===== config.mk =====
export PLATFORM = sky130hd
export DESIGN_NAME = srp_cell
export DESIGN_NICKNAME = d
export VERILOG_FILES = /design/src/srp_pkg.sv /design/src/srp_cell.sv
export SDC_FILE = /design/constraint.sdc
export NUM_CORES = 1
export LEC_CHECK = 0
export ABC_AREA = 1
export BUFFER_PORTS_ARGS = -buffer_cell sky130_fd_sc_hd__buf_2
export CAP_MARGIN = 15
export CORE_UTILIZATION = 59
export DETAILED_ROUTE_END_ITERATION = 10
export MAX_ROUTING_LAYER = met4
export PLACE_DENSITY = 0.89
export SLEW_MARGIN = 40
export SYNTH_ARGS = -nofsm -noshare
export SYNTH_HDL_FRONTEND = slang
export SYNTH_SLANG_ARGS = --single-unit

===== constraint.sdc =====
create_clock -name i_clk -period 13.45 [get_ports i_clk]
set_input_delay 2.69 -clock i_clk [delete_from_list [all_inputs] [get_ports i_clk]]
set_output_delay 2.69 -clock i_clk [all_outputs]
set_load 0.02 [all_outputs]

===== src/srp_pkg.sv =====
`default_nettype none
package srp_pkg;

    localparam int MaxNodes  = 256;
    localparam int MaxSide   = 4096;
    localparam int SlotW     = $clog2(MaxNodes);
    localparam int CntW      = SlotW + 1;
    localparam int CoordW    = 13;

    localparam logic [CntW-1:0]   MaxCnt    = CntW'(MaxNodes);
    localparam logic [CoordW-1:0] MaxSideV  = CoordW'(MaxSide);
    localparam logic [CoordW-1:0] ResetSide = CoordW'(512);

    // configuration register indexes
    localparam logic CfgAtlasW = 1'b0;
    localparam logic CfgAtlasH = 1'b1;

    typedef enum logic [1:0] {
        STAT_PLACED  = 2'd0,
        STAT_NOFIT   = 2'd1,
        STAT_FULL    = 2'd2,
        STAT_CLEARED = 2'd3
    } t_status;

    typedef enum logic [3:0] {
        OP_HOLD,
        OP_FLAT,
        OP_LOAD,
        OP_WIN,
        OP_SHIFT,
        OP_INS,
        OP_REMOVE,
        OP_TRIM,
        OP_MERGE
    } t_cell_op;

    typedef struct packed {
        logic [CoordW-1:0] x;
        logic [CoordW-1:0] y;
        logic [CoordW-1:0] w;
    } t_node;

    typedef struct packed {
        logic              v;
        logic [CoordW-1:0] x;
        logic [CoordW-1:0] y;
        logic [CoordW-1:0] w;
    } t_probe;

    typedef struct packed {
        t_cell_op          op;
        logic [SlotW-1:0]  pos;
        logic [CntW-1:0]   ppos;
        logic [CntW-1:0]   cnt;
        logic              last;
        logic [CoordW-1:0] rw;
        logic [CoordW-1:0] rh;
        logic [CoordW-1:0] ah;
        logic [CoordW:0]   lim;
        logic [CoordW-1:0] front;
        logic [CoordW-1:0] nx;
        logic [CoordW-1:0] top;
        logic [CoordW-1:0] aw;
    } t_cell_ctl;

    typedef struct packed {
        logic cov;
        logic hit;
    } t_cell_flg;

endpackage
`default_nettype wire


===== src/srp_cell.sv =====
`default_nettype none
module srp_cell import srp_pkg::*; (
    input  wire logic             i_clk,
    input  wire logic             i_rst_n,
    input  wire logic [SlotW-1:0] i_slot,
    input  wire t_cell_ctl        i_ctl,
    input  wire t_node            i_node_dn,
    input  wire t_node            i_node_up,
    input  wire t_probe           i_probe_up,
    output t_node                 o_node,
    output t_probe                o_probe,
    output t_cell_flg             o_flg
);

    t_node             r_node;
    t_probe            r_probe;
    logic [CoordW-1:0] r_ymax;

    logic [CntW-1:0]   slot_w;
    logic              live;
    logic              above;
    logic              here;
    logic              nxt;
    logic [CoordW:0]   right;
    logic [CoordW:0]   span_end;
    logic              inwin;
    logic [CoordW-1:0] nymax;
    logic [CoordW:0]   ntop;
    logic              fit;

    always_comb begin
        slot_w   = {1'b0, i_slot};
        live     = slot_w < i_ctl.cnt;
        above    = i_slot > i_ctl.pos;
        here     = i_slot == i_ctl.pos;
        nxt      = slot_w == ({1'b0, i_ctl.pos} + CntW'(1));
        right    = {1'b0, r_node.x} + {1'b0, r_node.w};
        span_end = {1'b0, r_node.x} + {1'b0, i_ctl.rw};
        // window covers every node that starts left of the span end
        inwin    = r_probe.v && ({1'b0, r_probe.x} < span_end);
        nymax    = (inwin && (r_probe.y > r_ymax)) ? r_probe.y : r_ymax;
        ntop     = {1'b0, nymax} + {1'b0, i_ctl.rh};
        fit      = live && (span_end <= i_ctl.lim) && (ntop <= {1'b0, i_ctl.ah});
        o_flg.cov = above && live && (right <= {1'b0, i_ctl.front});
        o_flg.hit = (slot_w == i_ctl.ppos) && live && (r_node.y == i_ctl.top);
    end

    always_ff @(posedge i_clk) begin
        if (!i_rst_n) begin
            if (i_slot == '0) begin
                r_node <= '{x: '0, y: '0, w: ResetSide};
            end
        end else begin
            case (i_ctl.op)
                OP_HOLD: ;
                OP_FLAT: begin
                    if (i_slot == '0) begin
                        r_node <= '{x: '0, y: '0, w: i_ctl.aw};
                    end
                end
                OP_LOAD: begin
                    r_probe <= '{v: live, x: r_node.x, y: r_node.y, w: r_node.w};
                    r_ymax  <= '0;
                end
                OP_WIN: begin
                    r_ymax <= nymax;
                    if (i_ctl.last) begin
                        r_probe <= '{v: fit, x: r_node.x, y: nymax, w: r_node.w};
                    end else begin
                        r_probe <= i_probe_up;
                    end
                end
                OP_SHIFT: r_probe <= i_probe_up;
                OP_INS: begin
                    if (above) begin
                        r_node <= i_node_dn;
                    end else if (here) begin
                        r_node <= '{x: i_ctl.nx, y: i_ctl.top, w: i_ctl.rw};
                    end
                end
                OP_REMOVE: begin
                    if (above) begin
                        r_node <= i_node_up;
                    end
                end
                OP_TRIM: begin
                    if (nxt && (r_node.x < i_ctl.front)) begin
                        r_node.x <= i_ctl.front;
                        r_node.w <= r_node.w - (i_ctl.front - r_node.x);
                    end
                end
                OP_MERGE: begin
                    if (here) begin
                        r_node.w <= r_node.w + i_node_up.w;
                    end else if (above) begin
                        r_node <= i_node_up;
                    end
                end
                default: ;
            endcase
        end
    end

    assign o_node  = r_node;
    assign o_probe = r_probe;

endmodule
`default_nettype wire

# --- After elaboration in Yosys (flattened, before gate mapping) ---
# Cells that the tools add are included.
word_totals:
  out_inout_bits: 81
  ff_bits: 92
  word_cells: 76
op_classes:
  addsub: 7
  magnitude_cmp: 8
  mux: 17
  reduce_logical: 18
  n_eq_ne: 18
op_table:
  columns: ["operator", "n"]
  rows:
  - ["$mux 39", 6]
  - ["$pmux 13 s5", 2]
  - ["$pmux 40 s3", 1]
  - ["$mux 13", 4]
  - ["$pmux 13 s4", 1]
  - ["$add 13x13->14", 3]
  - ["$mux 40", 1]
  - ["$le 14x13->1", 2]
  - ["$mux 26", 1]
  - ["$pmux 13 s2", 1]
  - ["$sub 13x13->13", 2]
  - ["$eq 8x9->1", 2]
  - ["$eq 4x3->1 const B", 4]
  - ["$le 14x14->1", 1]
  - ["$lt 13x14->1", 1]
  - ["$add 13x13->13", 1]
  - ["$eq 13x13->1", 1]
  - ["$gt 13x13->1", 1]
  - ["$lt 13x13->1", 1]
  - ["$reduce_and 5->1", 2]
  - ["$add 8x1->9 const B", 1]
  - ["$logic_and 1x1->1", 9]
  - ["$lt 8x9->1", 1]
  - ["$eq 4x2->1 const B", 2]
  - ["14 further kinds", 17]

# --- Longest topological paths before layout ---
depth:
  ltp_word: 10
  ltp_mapped: 39
  mapped_depth_nobuf: 38

# --- Least setup slack after synthesis ---
# OpenSTA, ideal clock, no wires.
synth_timing:
  path_kind: "input-to-reg"
  start: "input port i_ctl[92] in the netlist's numbering"
  end: "register r_probe (netlist bit o_probe[39]) (data pin)"
  stages: 38
  t_arrival_ns: 7.110
  path_buffers: 1
  path_slack_ns: 6.087
  setup_ns: 0.254
  t_required_ns: 13.196
  path_cell_list: "ha_1 -> fa_1 -> a21oi_1 -> o21bai_1 -> a21oi_1 -> xnor2_1 -> inv_1 -> ha_1 -> inv_1 -> nor3_1 -> o21ai_0 -> nand2_1 -> nand3_4 -> nand2_4 -> buf_12 -> nand2_4 -> nand2_2 -> inv_1 -> [2 not listed] -> nand3_1 -> nand2_1 -> a21oi_1 -> o21ai_0 -> xor2_1 -> inv_1 -> ha_1 -> nand2_1 -> nor2_1 -> nand2_1 -> nand2_1 -> nand2_1 -> nand2_1 -> nand2_1 -> nand2_1 -> nand2_1 -> nand4_1 -> nand2_1"
synth_via:
  elab_chain_cells: 10
synth_rtl:
  columns: ["element", "line_no", "text"]
  rows:
  - ["from (decl)", "srp_cell.sv:6", "input wire t_cell_ctl i_ctl,"]
  - ["$add 13x13->14", "srp_cell.sv:38", "span_end = {1'b0, r_node.x} + {1'b0, i_ctl.rw};"]
  - ["$lt 13x14->1", "srp_cell.sv:40", "inwin = r_probe.v && ({1'b0, r_probe.x} < span_end);"]
  - ["$logic_and 1x1->1", "srp_cell.sv:40", null]
  - ["$logic_and 1x1->1", "srp_cell.sv:41", "nymax = (inwin && (r_probe.y > r_ymax)) ? r_probe.y : r_ymax;"]
  - ["$mux 13", "srp_cell.sv:41", null]
  - ["via nymax[0]", "srp_cell.sv:27", "logic [CoordW-1:0] nymax;"]
  - ["$add 13x13->14", "srp_cell.sv:42", "ntop = {1'b0, nymax} + {1'b0, i_ctl.rh};"]
  - ["$le 14x13->1", "srp_cell.sv:43", "fit = live && (span_end <= i_ctl.lim) && (ntop <= {1'b0, i_ctl.ah});"]
  - ["$logic_and 1x1->1", "srp_cell.sv:43", null]
  - ["$mux 40", "srp_cell.sv:67", "if (i_ctl.last) begin"]
  - ["$pmux 40 s3", "srp_cell.sv:54", "case (i_ctl.op)"]
  - ["to (signal assigned)", "srp_cell.sv:68", "r_probe <= '{v: fit, x: r_node.x, y: nymax, w: r_node.w};"]
  - ["to (signal assigned)", "srp_cell.sv:70", "r_probe <= i_probe_up;"]
  - ["to (signal assigned)", "srp_cell.sv:73", "OP_SHIFT: r_probe <= i_probe_up;"]
  - ["to (decl)", "srp_cell.sv:16", "t_probe r_probe;"]
# The timed path passes the listed nets, and every way through them passes these cells.
# A chain may end at the register's enable or synchronous reset.

# --- Final worst setup path ---
# Ends and elaborated chain as after synthesis.

==> flow_summary.yaml <==
run_status:
  status: "finished, final reports clean"
logic_synthesis:
  async_flop_share_pct: 0
  synth_adder_area_share_pct: 18.43
  synth_common_cells: "nand2_1 (376), inv_1 (351), ha_1 (158)"
  synthFlopType: "edfxtp_1"
  synth-xor-area-share_pct: 4.005
  ys_seq_elements: 92
  synth_most_common_cell: "nand2_1"
  synthMuxAreaShare_pct: 2.349
  synth_top_area_cell: "edfxtp_1"
  synth_compound_area_share_pct: 13.89
  synth.top_cells.by_area: "edfxtp_1 (22%), ha_1 (16%), nand2_1 (11%)"
  yosys_warnings: 0
  syn_inst: 1777
  syn_avg_cell_area_sq_um: 7.015
  syn_area_sq_um: 12470
  syn_nets: 2215
  ys_seq_area_share_pct: 22.16
  synth_top_family_by_area: "simple AND/OR/NAND/NOR gates"
  synth_edf_count: 92
  synth_cell_types: 52
  synth_top_area_share_pct: 22.16
  yosys.area_share.simple_pct: 26.51
critical_path:
  arrival_ns: 8.13
  crit_top_cell: "nand2_1"
  reg2reg_from: "o_node[26]"
  reg2reg_depth: 37
  crit_slowest_cell: "fa_1"
  cp.required_ns: 13.57
  startpoint_type: "input port"
  cpPeakStageDelay_ns: 0.42
  r2r_end: "o_probe[39]"
  rrSetupSlack_ns: 7.26
  path_class: "in2reg"
  end_kind: "register"
  crit_fanout: 14
timing:
  fmax_mhz: 124.9
  clock_skew_ns: 0.005807
  post-route-period-util_pct: 59.51
  finalSetupTns_ns: 0
  period_minus_slack_ns: 8.004
  worst_pin_slew_ns: 0.7566
  slew_headroom_pct: 49.39
  hold_viol: 0
  report.final.slew_viol_count: 0
  setup_viol: 0
  rsz0062_at_grt: "no"
placed_design:
  postPlaceCellArea_sq_um: 14390
  place_congestion: 1.026
  port_buffers: 344
  dp_hpwl_mm: 35.73
layout:
  post-route-cell-area_sq_um: 14730
  final_nets: 2537
  drive_gt1_share_pct: 20.72
  area_delta_synth_final_pct: 18.13
global_routing:
  grt_pass1_wl_mm: 67.03
  grt_use_total_pct: 41.47
  grt_max_degree: 124
  grt_antenna_before_repair: 4
  grt_pass1_vias: 12860
  gr-total-overflow: 0
clocking:
  cts_resized: 0
  cts.sinks: 92
  cts_hold_buffers: 0
  clkSlewWorstSetupHoldPaths_ns: 0.07
  clock_path_buffers: 2
  cts_buffers: 9
  cts_max_level: 3
  clk_latency_ns: 0.37
  postCtsSetupBuffers: 0
  root_buffer: "clkbuf_16"
  cts_tree: "done"
power_and_ir_drop:
  power.density_nw_per_um2: 86.90
  p_leak_nw: 7.948
  peakVddDrop_mv: 0.07050
die:
  ioPinCount: 345
  die_x_um: 147.4
  start_util_pct: 60.82
  die_h_um: 147.4
  rows: 52
  core-area_sq_um: 20490
  die_area_sq_um: 21710
drt:
  vias: 13580
  wl_per_cell_um: 18.37
  drt.antenna.violating_nets: 0
  drt_iter0_drc: 1334
  wl_mm: 43.69
  drcViolationCount: 0
  first_pass_iters: 6
  viasPerCell: 5.712
hold_path:
  hp-start: "r_ymax[11]"
  hold_end: "o_probe[24]"
  whs_path_depth: 4
  worstHoldPathType: "reg2reg"
job:
  maxCapViolations: 0
-- final cells by class --
class	instances	area, sq um
clock buffer	10	229.0
tap	270	337.8
clock inverter	6	96.34
timing repair buffer	351	1780
multi-input combinational	1287	8164
inverter	358	1345
sequential	92	2763
fill	1780	5769
antenna	4	10.01
-- registers in the layout (all words and copies together) (netlist names) --
| signal | cells |
|---|---|
| r_ymax | 13 |
| o_node | 39 |
| o_probe | 40 |
-- worst max-delay path, delay by kind of cell --
kind	cells	cell delay, ns
xor+xnor	2	0.30
fa+ha+maj	5	1.53
simple gates	19	1.99
compound gates	7	1.25
buf+inv	5	0.33
-- placed cells by master (no fill, tap or decap), types with 4 or more instances in the layout --
cell and count:
fa_1 16, nand4_1 13, clkbuf_16 9, nor2_1 119, nor3_1 16, inv_1 351, xnor2_1 21, buf_2 344
nor4_1 4, mux2_1 26, inv_2 4, diode_2 4, a21oi_1 125, a31oi_1 5, nand2_4 12, nand2_1 376
ha_1 158, nand3_2 12, edfxtp_1 92, o21bai_1 17, o211ai_1 31, o21ai_1 28, nand3_1 121, nor2_2 14
o22ai_1 20, nand3b_1 12, a21o_1 5, nand2_2 13, buf_4 6, o21ai_0 57, xor2_1 36
-- per-stage QoR --
step / hold WS, ns / std cells / utilization (%) / setup slack, ns / total power, mW
global placement: 0.6695 / 2358 / 70.14 / 5.308 / 0.9563
detailed placement: 0.6717 / 2358 / 70.20 / 5.128 / 0.9760
global route: 0.7385 / 2377 / 71.84 / 4.948 / 1.369
floorplan: 0.6184 / 1777 / - / 6.087 / 0.7941
CTS: 0.6918 / 2374 / 71.79 / 5.514 / 1.268
finish: 0.6944 / 2378 / 71.85 / 5.446 / 1.280
-- kinds of logic (layout without fill, tap and decap cells) --
| family | after synthesis | count (layout) |
|---|---|---|
| AO/OA/AOI/OAI | 304 | 304 |
| XOR/XNOR | 57 | 57 |
| adder cells (fa/ha/maj) | 174 | 174 |
| buffers and inverters | 398 | 725 |
| flip-flops | 92 | 92 |
| multiplexers | 26 | 26 |
| other | 0 | 4 |
| AND/OR/NAND/NOR | 726 | 726 |
-- per-layer routing --
metal / vias up / share of wire [%] / GRT usage, %
met5: - / 0 / -
met4: 0 / 5.0 / 20.10
met3: 152 / 9.5 / 6.646
met2: 755 / 46 / 66.04
met1: 6185 / 39 / 51.18
li1: 6492 / - / -
-- how the worst max path moves through the flow --
stage                          from     endpoint  slack [ns]
after detailed placement  i_ctl[92]  o_probe[39]        5.13
final                     i_ctl[92]  o_probe[39]        5.45
after global placement    i_ctl[92]  o_probe[39]        5.31
after floorplan           i_ctl[92]  o_probe[39]        6.09
after CTS                 i_ctl[92]  o_probe[39]        5.51
after global routing      i_ctl[92]  o_probe[39]        4.95
-- power by group --
part           switching (mW)  total, mW  internal (mW)
Sequential             0.0258      0.359          0.333
Combinational           0.391      0.626          0.236
Clock                   0.129      0.294          0.166
No activity file was read; power rests on OpenSTA's default activity.
